File: config.mk
export PLATFORM = sky130hd
export DESIGN_NAME = pfba_front
export DESIGN_NICKNAME = d
export VERILOG_FILES = /design/src/design/pfba_pkg.sv /design/src/design/pfba_front.sv
export SDC_FILE = /design/constraint.sdc
export NUM_CORES = 1
export LEC_CHECK = 0
export ABC_AREA = 1
export BUFFER_PORTS_ARGS = -buffer_cell sky130_fd_sc_hd__buf_2
export CAP_MARGIN = 0
export CELL_PAD_IN_SITES_DETAIL_PLACEMENT = 2
export CELL_PAD_IN_SITES_GLOBAL_PLACEMENT = 2
export CORE_ASPECT_RATIO = 0.7
export CORE_MARGIN = 1.5
export CORE_UTILIZATION = 35
export DETAILED_ROUTE_END_ITERATION = 8
export PLACE_DENSITY = 0.89
export SLEW_MARGIN = 40
export SYNTH_ARGS = -nofsm -noshare
export SYNTH_HDL_FRONTEND = slang
export SYNTH_SLANG_ARGS = --single-unit
File: constraint.sdc
create_clock -name clock -period 11.4 [get_ports clock]
set_input_delay 0.57 -clock clock [delete_from_list [all_inputs] [get_ports clock]]
set_output_delay 0.57 -clock clock [all_outputs]
set_load 0.005 [all_outputs]
File: src/design/pfba_pkg.sv
package pfba_pkg;

   localparam int MAX_WORDS  = 1024;
   localparam int WORD_BITS  = 32;
   localparam int PAGE_SHIFT = 12;

   localparam int CAPACITY = MAX_WORDS * WORD_BITS;
   localparam int BIT_W    = $clog2(WORD_BITS);
   localparam int WIDX_W   = (MAX_WORDS > 1) ? $clog2(MAX_WORDS) : 1;
   localparam int PG_W     = WIDX_W + BIT_W;
   localparam int CNT_W    = PG_W + 1;

   localparam int CQ_DEPTH = 2;
   localparam int CQ_AW    = $clog2(CQ_DEPTH);
   localparam int RQ_DEPTH = 2;
   localparam int RQ_AW    = $clog2(RQ_DEPTH);

   localparam logic [15:0] TOTAL_PAGES_RST = 16'd32768;

   localparam logic [2:0] OPC_INIT        = 3'd0;
   localparam logic [2:0] OPC_FREE_REGION = 3'd1;
   localparam logic [2:0] OPC_RSV_REGION  = 3'd2;
   localparam logic [2:0] OPC_ALLOC       = 3'd3;
   localparam logic [2:0] OPC_FREE_PAGE   = 3'd4;

   typedef enum logic [1:0] {
      STATUS_OK,
      STATUS_NO_FREE,
      STATUS_NOT_ALLOC
   } status_type;

   typedef struct packed {
      logic [2:0]  opcode;
      logic [31:0] region_base;
      logic [31:0] region_size;
      logic [14:0] frame_index;
   } req_type;

   typedef struct packed {
      status_type  status;
      logic [14:0] alloc_frame;
      logic [12:0] bitmap_bytes;
   } rsp_type;

   typedef enum logic [2:0] {
      CMD_NOP,
      CMD_FILL,
      CMD_FREE_RGN,
      CMD_RSV_RGN,
      CMD_ALLOC,
      CMD_FREE_PAGE
   } cmd_kind_type;

   // page range [lo, stop) for the commands that scan words
   typedef struct packed {
      cmd_kind_type     kind;
      logic             skip;
      logic [PG_W-1:0]  lo;
      logic [CNT_W-1:0] stop;
      logic [12:0]      bytes;
   } cmd_type;

   typedef enum logic [2:0] {
      BK_CLEAR,
      BK_IDLE,
      BK_SETUP,
      BK_FILL,
      BK_SCAN,
      BK_ZERO_RD,
      BK_ZERO_WR
   } back_state_type;

endpackage

File: src/design/pfba_front.sv
module pfba_front (
   input  logic             clock,
   input  logic             reset,
   input  logic             push,
   output logic             full,
   input  pfba_pkg::req_type req_data,
   input  logic [15:0]      total_pages,
   input  logic             hold,
   output logic             cmd_valid,
   input  logic             cmd_pop,
   output pfba_pkg::cmd_type cmd_data
);
   import pfba_pkg::*;

   cmd_type            cq_mem_ff [CQ_DEPTH];
   logic [CQ_AW-1:0]   cq_wp_ff, cq_wp_in;
   logic [CQ_AW-1:0]   cq_rp_ff, cq_rp_in;
   logic [CQ_AW:0]     cq_cnt_ff, cq_cnt_in;

   cmd_type     cmd_new;
   logic        accept;
   logic [33:0] first_pg, page_cnt, end_pg, end_clip, cap34, frame34, tot34, present;

   assign cap34    = 34'(CAPACITY);
   assign first_pg = 34'(req_data.region_base >> PAGE_SHIFT);
   assign page_cnt = (34'(req_data.region_size) + 34'((1 << PAGE_SHIFT) - 1)) >> PAGE_SHIFT;
   assign end_pg   = first_pg + page_cnt;
   assign end_clip = (end_pg > cap34) ? cap34 : end_pg;
   assign frame34  = 34'(req_data.frame_index);
   assign tot34    = 34'(total_pages);
   assign present  = (tot34 > cap34) ? cap34 : tot34;

   // classify the request into a back-end command, with its page range for the scans
   always_comb begin
      cmd_new       = '0;
      cmd_new.kind  = CMD_NOP;
      unique case (req_data.opcode) inside
         OPC_INIT: begin
            cmd_new.kind  = CMD_FILL;
            cmd_new.bytes = 13'(((present + 34'(WORD_BITS - 1)) >> BIT_W)
                                * 34'(WORD_BITS / 8));
         end
         OPC_FREE_REGION, OPC_RSV_REGION: begin
            cmd_new.kind = (req_data.opcode == OPC_FREE_REGION) ? CMD_FREE_RGN : CMD_RSV_RGN;
            cmd_new.skip = (first_pg >= end_clip);
            cmd_new.lo   = first_pg[PG_W-1:0];
            cmd_new.stop = end_clip[CNT_W-1:0];
         end
         OPC_ALLOC: begin
            cmd_new.kind = CMD_ALLOC;
            cmd_new.skip = (present == '0);
            cmd_new.stop = present[CNT_W-1:0];
         end
         OPC_FREE_PAGE: begin
            cmd_new.kind = CMD_FREE_PAGE;
            cmd_new.skip = (frame34 >= cap34);
            cmd_new.lo   = frame34[PG_W-1:0];
            cmd_new.stop = CNT_W'(frame34 + 34'd1);
         end
         default: begin
            cmd_new.kind = CMD_NOP;
         end
      endcase
   end

   assign full      = (cq_cnt_ff == (CQ_AW+1)'(CQ_DEPTH)) || hold;
   assign accept    = push && !full;
   assign cmd_valid = (cq_cnt_ff != '0);
   assign cmd_data  = cq_mem_ff[cq_rp_ff];

   always_comb begin
      cq_wp_in  = cq_wp_ff;
      cq_rp_in  = cq_rp_ff;
      cq_cnt_in = cq_cnt_ff;
      if (accept) begin
         cq_wp_in = (cq_wp_ff == CQ_AW'(CQ_DEPTH - 1)) ? '0 : cq_wp_ff + 1'b1;
      end
      if (cmd_pop) begin
         cq_rp_in = (cq_rp_ff == CQ_AW'(CQ_DEPTH - 1)) ? '0 : cq_rp_ff + 1'b1;
      end
      if (accept && !cmd_pop) begin
         cq_cnt_in = cq_cnt_ff + 1'b1;
      end else if (!accept && cmd_pop) begin
         cq_cnt_in = cq_cnt_ff - 1'b1;
      end
   end

   always_ff @(posedge clock) begin
      if (reset) begin
         cq_wp_ff  <= '0;
         cq_rp_ff  <= '0;
         cq_cnt_ff <= '0;
      end else begin
         cq_wp_ff  <= cq_wp_in;
         cq_rp_ff  <= cq_rp_in;
         cq_cnt_ff <= cq_cnt_in;
      end
   end

   always_ff @(posedge clock) begin
      if (accept) begin
         cq_mem_ff[cq_wp_ff] <= cmd_new;
      end
   end

endmodule

==> results of run 1 <==
synth_stat cells (2+ instances only):
master     number
a211oi_1        2
a21o_1          2
a21oi_1        40
a31oi_1         3
buf_4           2
clkbuf_1       10
conb_1          2
dfxtp_1         5
edfxtp_1       92
ha_1           42
inv_1         121
inv_2           7
mux2_2         46
nand2_1       205
nand2_2        13
nand3_1        53
nand3_4         2
nand4_1        14
nor2_1         99
nor2_2          4
nor2_4          4
nor3_1         12
nor4_1          5
o2111ai_1       3
o211ai_1        2
o211ai_2        4
o21a_1          2
o21ai_0        30
o21bai_1        2
o221ai_1        5
o221ai_2        3
or2_2           2
xnor2_1         3
xor2_1         14
through the flow:
| stage | setup slack, ps | power [mW] | std cells |
|---|---|---|---|
| 2_1_floorplan | 6530 | 0.574 | 877 |
| 3_3_place_gp | 5140 | 0.661 | 1277 |
| 3_5_place_dp | 4870 | 0.680 | 1277 |
| 4_1_cts | 5210 | 0.993 | 1293 |
| 5_1_grt | 4640 | 1.03 | 1293 |
| 6_report | 5270 | 0.990 | 1293 |
routing by layer:
| layer | global-route usage | up-vias | share of wire |
|---|---|---|---|
| li1 | - | 3228 | - |
| met1 | 0.345 | 3388 | 0.47 |
| met2 | 0.447 | 168 | 0.46 |
| met3 | 0.0421 | 50 | 0.039 |
| met4 | 0.0862 | 2 | 0.027 |
| met5 | 0 | - | 0.00044 |
report_power, final:
part | leakage (nW) | switching (mW) | internal, mW | total, mW
registers | 0.876 | 0.00518 | 0.409 | 0.414
clock network | 0.148 | 0.155 | 0.159 | 0.315
logic | 2.77 | 0.170 | 0.0919 | 0.262
total | 3.79 | 0.330 | 0.660 | 0.990
registers in the layout, indices dropped and copies added, names as in the netlist, named ones only:
signal,flops
cq_cnt_ff,2
cq_rp_ff,1
cq_mem_ff,92
cq_wp_ff,1
worst max path at each step:
stage / from / to / slack, ps / cells after the start
after detailed placement: req_data[30] / cq_mem_ff[1][44]$_DFFE_PP_ / 4870 / 37
final: req_data[29] / cq_mem_ff[0][44]$_DFFE_PP_ / 5270 / 37
after global placement: req_data[29] / cq_mem_ff[0][44]$_DFFE_PP_ / 5140 / 36
after CTS: req_data[30] / cq_mem_ff[0][44]$_DFFE_PP_ / 5210 / 37
after global routing: req_data[30] / cq_mem_ff[0][44]$_DFFE_PP_ / 4640 / 37
after floorplan: req_data[16] / cq_mem_ff[0][44]$_DFFE_PP_ / 6530 / 38
cell families after synthesis:
| kind of cell | count (synthesis) | share of synthesized area |
|---|---|---|
| multiplexers | 46 | 0.0724 |
| buffers and inverters | 143 | 0.0785 |
| AO/OA/AOI/OAI | 104 | 0.0922 |
| adder cells (fa/ha/maj) | 43 | 0.0763 |
| other | 2 | 0.00105 |
| flip-flops | 97 | 0.400 |
| XOR/XNOR | 17 | 0.0208 |
| AND/OR/NAND/NOR | 421 | 0.259 |
cell type report:
type | count | area, µm²
flip-flops and latches | 97 | 2860
fillers | 2282 | 11400
inverters | 129 | 484
clock inverters | 6 | 62.6
well taps | 270 | 338
multi-input cells | 637 | 3760
clock buffers | 10 | 239
repair buffers | 144 | 736
==> results.ini, run 1 <==
[logic_synthesis]
synthDistinctLibCells=52
yosysSeqAreaShare=0.400
syn_inst=873
synth_warnings=0
synth-main-ff-cell=edfxtp_1
synth-seq-cells=97
syn_avg_cell_area_um2=8.19
synthTopCellsByArea=edfxtp_1, nand2_1, ha_1
synth_area_um2=7150
synth_area_leader_cell=edfxtp_1
synth_edf_count=92
yosys.area.top_type_share=0.386
synthArstFlopShare=0

[setup_path]
regToRegEndpoint=cq_mem_ff[0][42]$_DFFE_PP_
crit_arrival_ps=6230
cp_top_family=simple AND/OR/NAND/NOR gates
critical_path_class=primary input to flop
rr_startpoint=cq_cnt_ff[0]$_SDFFE_PP0P_
rrSetupSlack_ps=9390
max_stage_delay_ps=380
timing.critical_path.to_type=flop
worstPathRequired_ps=11510
crit_top_cell=nand2_1
cp.buffers_inverters=7
cp_max_fo=14
worst_path_max_delay_cell=ha_1
critPathLaunchType=primary input
reg2regPathDepth=5

[sta]
tightest_slew_ps=727
period_share=0.537
finalHoldViolations=0
period_minus_slack_ps=6130
slew_headroom=0.514
skew_ps=5.57
fmax_mhz=163
holdWs_ps=431
rsz0062_at_grt=no
slew_viol_final=0
setup_viol=0
setup_tns_ps=0

[clock_network]
clkTransAtPathRegs_ps=80
htreeDepth=3
postCtsSetupRepairBufs=0
cts-hold-fix-buffers=0
cts.repair.resized=0
cts-root-buf=clkbuf_16
clk_latency_ps=360
cts_buffers=9
cts_sinks=97
cts_tree=yes
cts.path.max_buffers=2

[grt]
grt_max_degree=47
grt.overflow.total=0
grt_pass1_wl_um=42400
first_global_vias=7504
grtUsageTotal=0.263
antenna_found_initial=1

[floorplan]
initial_core_util=0.359
die_area_um2=21300
die_w_um=174
rows=43
coreArea_um2=19900
ios=153
dieHeight_um=123

[detailed_routing]
drc=0
drt-total-wl_um=27500
wire_per_inst_um=21.2
ant_nets=0
drt_iter0_drc=408
drt_pass1_iterations=4
via_count=6836
avgViaCountPerCell=5.29

[power]
p_leak_nw=3.79
vdd_drop_max_mv=0.0568
power_density_nw_per_um2=117

[finish]
final_common_cell=nand2_1
layout-drive-gt1-share=0.246
postLayoutCellArea_um2=8480
fin_util=0.426
layout_common_cells=nand2_1, buf_2, inv_1, nor2_1, edfxtp_1
finalNetCount=1164
antenna_cells=0
area_growth_pct=18.6

[placed_design]
dpl-instance-area_um2=8180
hpwl_um=21900
io_buffers=138
place_congestion=0.856

[run]
cap_violations=0

[hold_path]
min_from=reset
min_path_cells=2
hold_path.class=primary input to flop

[run_status]
outcome=finished, final reports clean

(Power assumes the default switching activity.)
==> run 2, diff against run 1 <==
- CORE_UTILIZATION: 35 -> 32
- PLACE_DENSITY: 0.89 -> 0.82
- clock period: 11.4 -> 5.9 ns (I/O delays scaled with it)
==> run 2 against run 1 <==
  * Sequential share of layout area down 0.21 points
  * Utilization down 3.4 points
  * Clock skew about the same
  * Worst hold slack lost 240 ps
  * Clock power up 83%
  * Critical endpoint is now cq_mem_ff[1][44]$_DFFE_PP_
  * Highest routed layer is now met4
==> results.ini, run 2 (same netlist as run 1, synthesis figures left out) <==
[grt]
grtUsageTotal=0.226  ; -0.0368
grt.overflow.total=0  ; unchanged
grt_max_degree=47  ; unchanged
antenna_found_initial=0  ; -1
grt_pass1_wl_um=40300  ; -4.9%
first_global_vias=7290  ; -2.9%

[setup_path]
worst_path_max_delay_cell=ha_1
cp.buffers_inverters=6  ; -1
rr_startpoint=cq_cnt_ff[0]$_SDFFE_PP0P_
worstPathRequired_ps=5990  ; -5520 ps
reg2regPathDepth=5  ; unchanged
cp_max_fo=10  ; -4
critical_path_class=primary input to flop
regToRegEndpoint=cq_mem_ff[1][39]$_DFFE_PP_
critPathLaunchType=primary input
crit_start=req_data[28]
crit_top_cell=nand2_1
cp_top_family=simple AND/OR/NAND/NOR gates
rrSetupSlack_ps=3810  ; -5580 ps
worstSetupEndpoint=cq_mem_ff[1][44]$_DFFE_PP_
timing.critical_path.to_type=flop
crit_arrival_ps=5350  ; -880 ps
cp_num_cells=37  ; unchanged
max_stage_delay_ps=390  ; about the same

[finish]
fin_util=0.392  ; -0.0344
top_register=cq_mem_ff
reg_top3=cq_mem_ff: 92 flops, cq_cnt_ff: 2 flops
postLayoutCellArea_um2=8530  ; +0.62%
final_common_cell=nand2_1
instances_no_fill=1310  ; +1.3%
layout-drive-gt1-share=0.251  ; +0.00464
fillers=2574  ; +13%
finalNetCount=1169  ; +0.43%
antenna_cells=0  ; unchanged
largest_reg_flops=92  ; unchanged
layout_common_cells=nand2_1, buf_2, inv_1, nor2_1, edfxtp_1
area_growth_pct=19.3

[sta]
slew_viol_final=0  ; unchanged
fmax_mhz=190
period_minus_slack_ps=5260
skew_ps=5.20  ; -0.374 ps
rsz0062_at_grt=no
tightest_slew_ps=769  ; +42.9 ps
setup_viol=0  ; unchanged
slew_headroom=0.485  ; -0.0287
setup_tns_ps=0  ; unchanged
period_share=0.892
finalHoldViolations=0  ; unchanged

[placed_design]
hpwl_um=21000  ; -4.2%
place_congestion=0.815  ; -4.8%
dpl-instance-area_um2=8250  ; +0.83%
io_buffers=138  ; unchanged
placed_cells=1294  ; +1.3%

[detailed_routing]
drc=0  ; unchanged
drt-total-wl_um=25700  ; -6.4%
ant_nets=0  ; unchanged
drt_pass1_iterations=4  ; unchanged
avgViaCountPerCell=5.08  ; -3.9%
via_count=6653  ; -2.7%
wire_per_inst_um=19.6  ; -7.6%
drt_iter0_drc=316  ; -23%

[clock_network]
clk_latency_ps=350  ; about the same
cts.repair.resized=0  ; unchanged
cts.path.max_buffers=2  ; unchanged
cts_sinks=97  ; unchanged
clkTransAtPathRegs_ps=70  ; about the same
cts_tree=yes
cts-root-buf=clkbuf_16
cts_buffers=9  ; unchanged
cts-hold-fix-buffers=0  ; unchanged
htreeDepth=3  ; unchanged
postCtsSetupRepairBufs=0  ; unchanged

[power]
p_leak_nw=3.81  ; +0.49%
power_density_nw_per_um2=220  ; +88%
vdd_drop_max_mv=0.133  ; +130%

[floorplan]
dieHeight_um=128  ; +4.5%
initial_core_util=0.328  ; -0.0311
die_w_um=182  ; +4.5%
rows=45  ; +4.7%
coreArea_um2=21800  ; +9.5%
ios=153  ; unchanged
die_area_um2=23300  ; +9.2%

[hold_path]
hold_path.class=primary input to flop

[run_status]
outcome=finished, final reports clean

[run]
cap_violations=0  ; unchanged

-- run 2: cell types whose count changed in the layout (fill, tap and decap cells not counted), sizes merged --
cell      delta
buf          +5
clkbuf       -1
clkinv       -2
clkinvlp     +1
inv          +2
-- run 2: power breakdown --
group / switching (mW) / internal [mW] / leakage (nW)
registers: 0.00848 / 0.790 / 0.876
logic: 0.321 / 0.180 / 2.79
clock network: 0.281 / 0.295 / 0.140
-- run 2: worst min path at each step --
stage / end / start / cells after the start / slack, ps
after floorplan: flop / reset / 1 / 370
after global placement: flop / cq_rp_ff$_SDFFE_PP0P_ / 2 / 490
after detailed placement: flop / cq_rp_ff$_SDFFE_PP0P_ / 2 / 530
after CTS: flop / reset / 2 / 180
after global routing: flop / reset / 2 / 200
final: flop / reset / 2 / 190
-- run 2: layer usage --
metal / GRT usage / vias to the layer above / share of wire
met5: 0 / - / 0
met4: 0.0324 / 0 / 0.0068
met3: 0.0304 / 12 / 0.044
met2: 0.381 / 137 / 0.46
met1: 0.316 / 3266 / 0.49
li1: - / 3238 / -
-- run 2: layout make-up --
type	count	area, µm²	area share
tap	282	353	0.0413
timing repair buffer	149	786	0.0921
multi-input combinational	637	3760	0.441
clock inverter	7	61.3	0.00718
inverter	129	484	0.0567
clock buffer	9	225	0.0264
sequential	97	2860	0.336
-- run 2: worst reg2reg max path, cell delays in order, from the launching register on --
cell	delay [ps]
dfxtp_1	310
inv_1	80
nand2_1	100
nand3_1	230
nor2_4	420
buf_4	560
-- run 2: through the flow --
step                      worst slack [ps]  power [mW]  hold slack, ps
after global placement                 524        1.29             490
after floorplan                       1310        1.11             367
after global routing                  43.2        1.97             201
after CTS                              545        1.89             182
after detailed placement               198        1.31             528
final                                  639        1.87             191
==> run 3, diff against run 2 <==
- CORE_MARGIN: 1.5 -> unset
- PLACE_DENSITY: 0.82 -> unset
- PLACE_DENSITY_LB_ADDON: unset -> 0.1
==> run 3 against run 2 <==
  * First-iteration DRC count rose by 2.2%
  * Combinational power barely moved
  * Worst setup slack improved by 130 ps
  * Clock power rose by 6.4%
  * Utilization rose by 0.40 points
  * Critical path depth did not move
==> results.ini, run 3 (same netlist as run 1, synthesis figures left out) <==
[detailed_routing]
drt_pass1_iterations=5  ; +1
wire_per_inst_um=19.3  ; -1.8%
ant_nets=0  ; unchanged
avgViaCountPerCell=5.06  ; -0.34%
drt_iter0_drc=323  ; +2.2%
via_count=6676  ; +0.35%
drt-total-wl_um=25400  ; -1.1%
drc=0  ; unchanged

[sta]
slew_headroom=0.513  ; +0.0281
fmax_mhz=195  ; +2.5%
tightest_slew_ps=730  ; -39.3 ps
rsz0062_at_grt=no
setup_tns_ps=0  ; unchanged
setup_viol=0  ; unchanged
setup_ws_ps=769  ; +131 ps
period_minus_slack_ps=5130  ; -131 ps
slew_viol_final=0  ; unchanged
holdWs_ps=167  ; -23.8 ps
finalHoldViolations=0  ; unchanged
skew_ps=8.77  ; +3.58 ps
period_share=0.870  ; -0.0221

[grt]
grt_max_degree=47  ; unchanged
grt_pass1_wl_um=40100  ; -0.48%
grt.overflow.total=0  ; unchanged
antenna_found_initial=0  ; unchanged
first_global_vias=7047  ; -3.3%
grtUsageTotal=0.227  ; +0.000768

[finish]
top_register=cq_mem_ff
area_growth_pct=20.5
layout-drive-gt1-share=0.260  ; +0.00939
final_common_cell=nand2_1
antenna_cells=0  ; unchanged
largest_reg_flops=92  ; unchanged
finalNetCount=1178  ; +0.77%
fillers=2550  ; -0.93%
layout_common_cells=nand2_1, buf_2, inv_1, nor2_1, edfxtp_1
reg_top3=cq_mem_ff: 92 flops, cq_cnt_ff: 2 flops

[clock_network]
clk_latency_ps=350  ; about the same
cts.repair.resized=0  ; unchanged
cts_sinks=97  ; unchanged
cts_tree=yes
clkTransAtPathRegs_ps=80  ; about the same
cts_buffers=9  ; unchanged
postCtsSetupRepairBufs=0  ; unchanged
cts.path.max_buffers=2  ; unchanged
cts-root-buf=clkbuf_16
htreeDepth=3  ; unchanged
cts-hold-fix-buffers=0  ; unchanged

[floorplan]
rows=45  ; unchanged
coreArea_um2=21800  ; unchanged
initial_core_util=0.328  ; unchanged
dieHeight_um=127  ; -0.78%
die_area_um2=23000  ; -1.3%
ios=153  ; unchanged
die_w_um=181  ; -0.55%

[setup_path]
crit_top_cell=nand2_1
rrSetupSlack_ps=3830  ; +20 ps
regToRegEndpoint=cq_mem_ff[1][12]$_DFFE_PP_
cp_max_fo=7  ; -3
critPathLaunchType=primary input
crit_arrival_ps=5230  ; -120 ps
worstPathRequired_ps=6000  ; about the same
reg2regPathDepth=5  ; unchanged
rr_startpoint=cq_cnt_ff[0]$_SDFFE_PP0P_
max_stage_delay_ps=380  ; about the same
timing.critical_path.to_type=flop
critical_path_class=primary input to flop
worst_path_max_delay_cell=ha_1

[hold_path]
hold_path.class=primary input to flop
min_path_cells=2  ; unchanged
min_from=reset

[placed_design]
post-place-ws_ps=277  ; +78.5 ps
place_congestion=0.814  ; about the same
io_buffers=138  ; unchanged
hpwl_um=20500  ; -2.4%

[power]
p_leak_nw=3.85  ; +1.2%
power_density_nw_per_um2=222  ; +0.98%
vdd_drop_max_mv=0.135  ; +2.0%
p_total_mw=1.91  ; +2.0%

[run_status]
outcome=finished, final reports clean

[run]
cap_violations=0  ; unchanged

[run 3: area by class of cell]
type	instances	area (µm²)	share of cell area
Sequential cell	97	2860	0.332
Tap cell	282	353	0.0409
Clock inverter	6	57.6	0.00668
Multi-Input combinational cell	637	3770	0.438
Clock buffer	10	250	0.0290
Inverter	129	484	0.0562
Timing Repair Buffer	158	841	0.0975
[run 3: how the worst max path moves through the flow]
stage                                 end         start  slack [ps]
4_1_cts        cq_mem_ff[0][44]$_DFFE_PP_  req_data[28]         630
2_1_floorplan  cq_mem_ff[0][44]$_DFFE_PP_  req_data[16]        1310
3_5_place_dp   cq_mem_ff[0][44]$_DFFE_PP_  req_data[28]         280
6_report       cq_mem_ff[0][44]$_DFFE_PP_  req_data[28]         770
5_1_grt        cq_mem_ff[0][44]$_DFFE_PP_  req_data[28]          10
3_3_place_gp   cq_mem_ff[0][44]$_DFFE_PP_  req_data[29]         430
[run 3: worst max-delay path: cells and delay by family]
family	cells	cell delay, ps
AND/OR/NAND/NOR	23	2790
AO/OA/AOI/OAI	5	790
adder cells (fa/ha/maj)	2	670
buffers and inverters	6	550
XOR/XNOR	1	150
[run 3: routing by layer]
metal | part of all wire | up-vias | global-route usage
met2 | 0.43 | 132 | 0.357
li1 | - | 3253 | -
met4 | 0.0022 | 0 | 0.0206
met3 | 0.037 | 6 | 0.0288
met1 | 0.53 | 3285 | 0.341
met5 | 0 | - | 0
[run 3: where the power goes]
part,switching (mW),internal (mW)
clock,0.290,0.322
combinational,0.321,0.182
sequential,0.00752,0.789
[run 3: per-stage QoR]
stage,instances,cell area (µm²),util
finish,1319,8620,0.396
global route,1319,8620,0.396
CTS,1319,8610,0.395
floorplan,877,7170,-
detailed placement,1303,8300,0.381
global placement,1303,8300,0.381
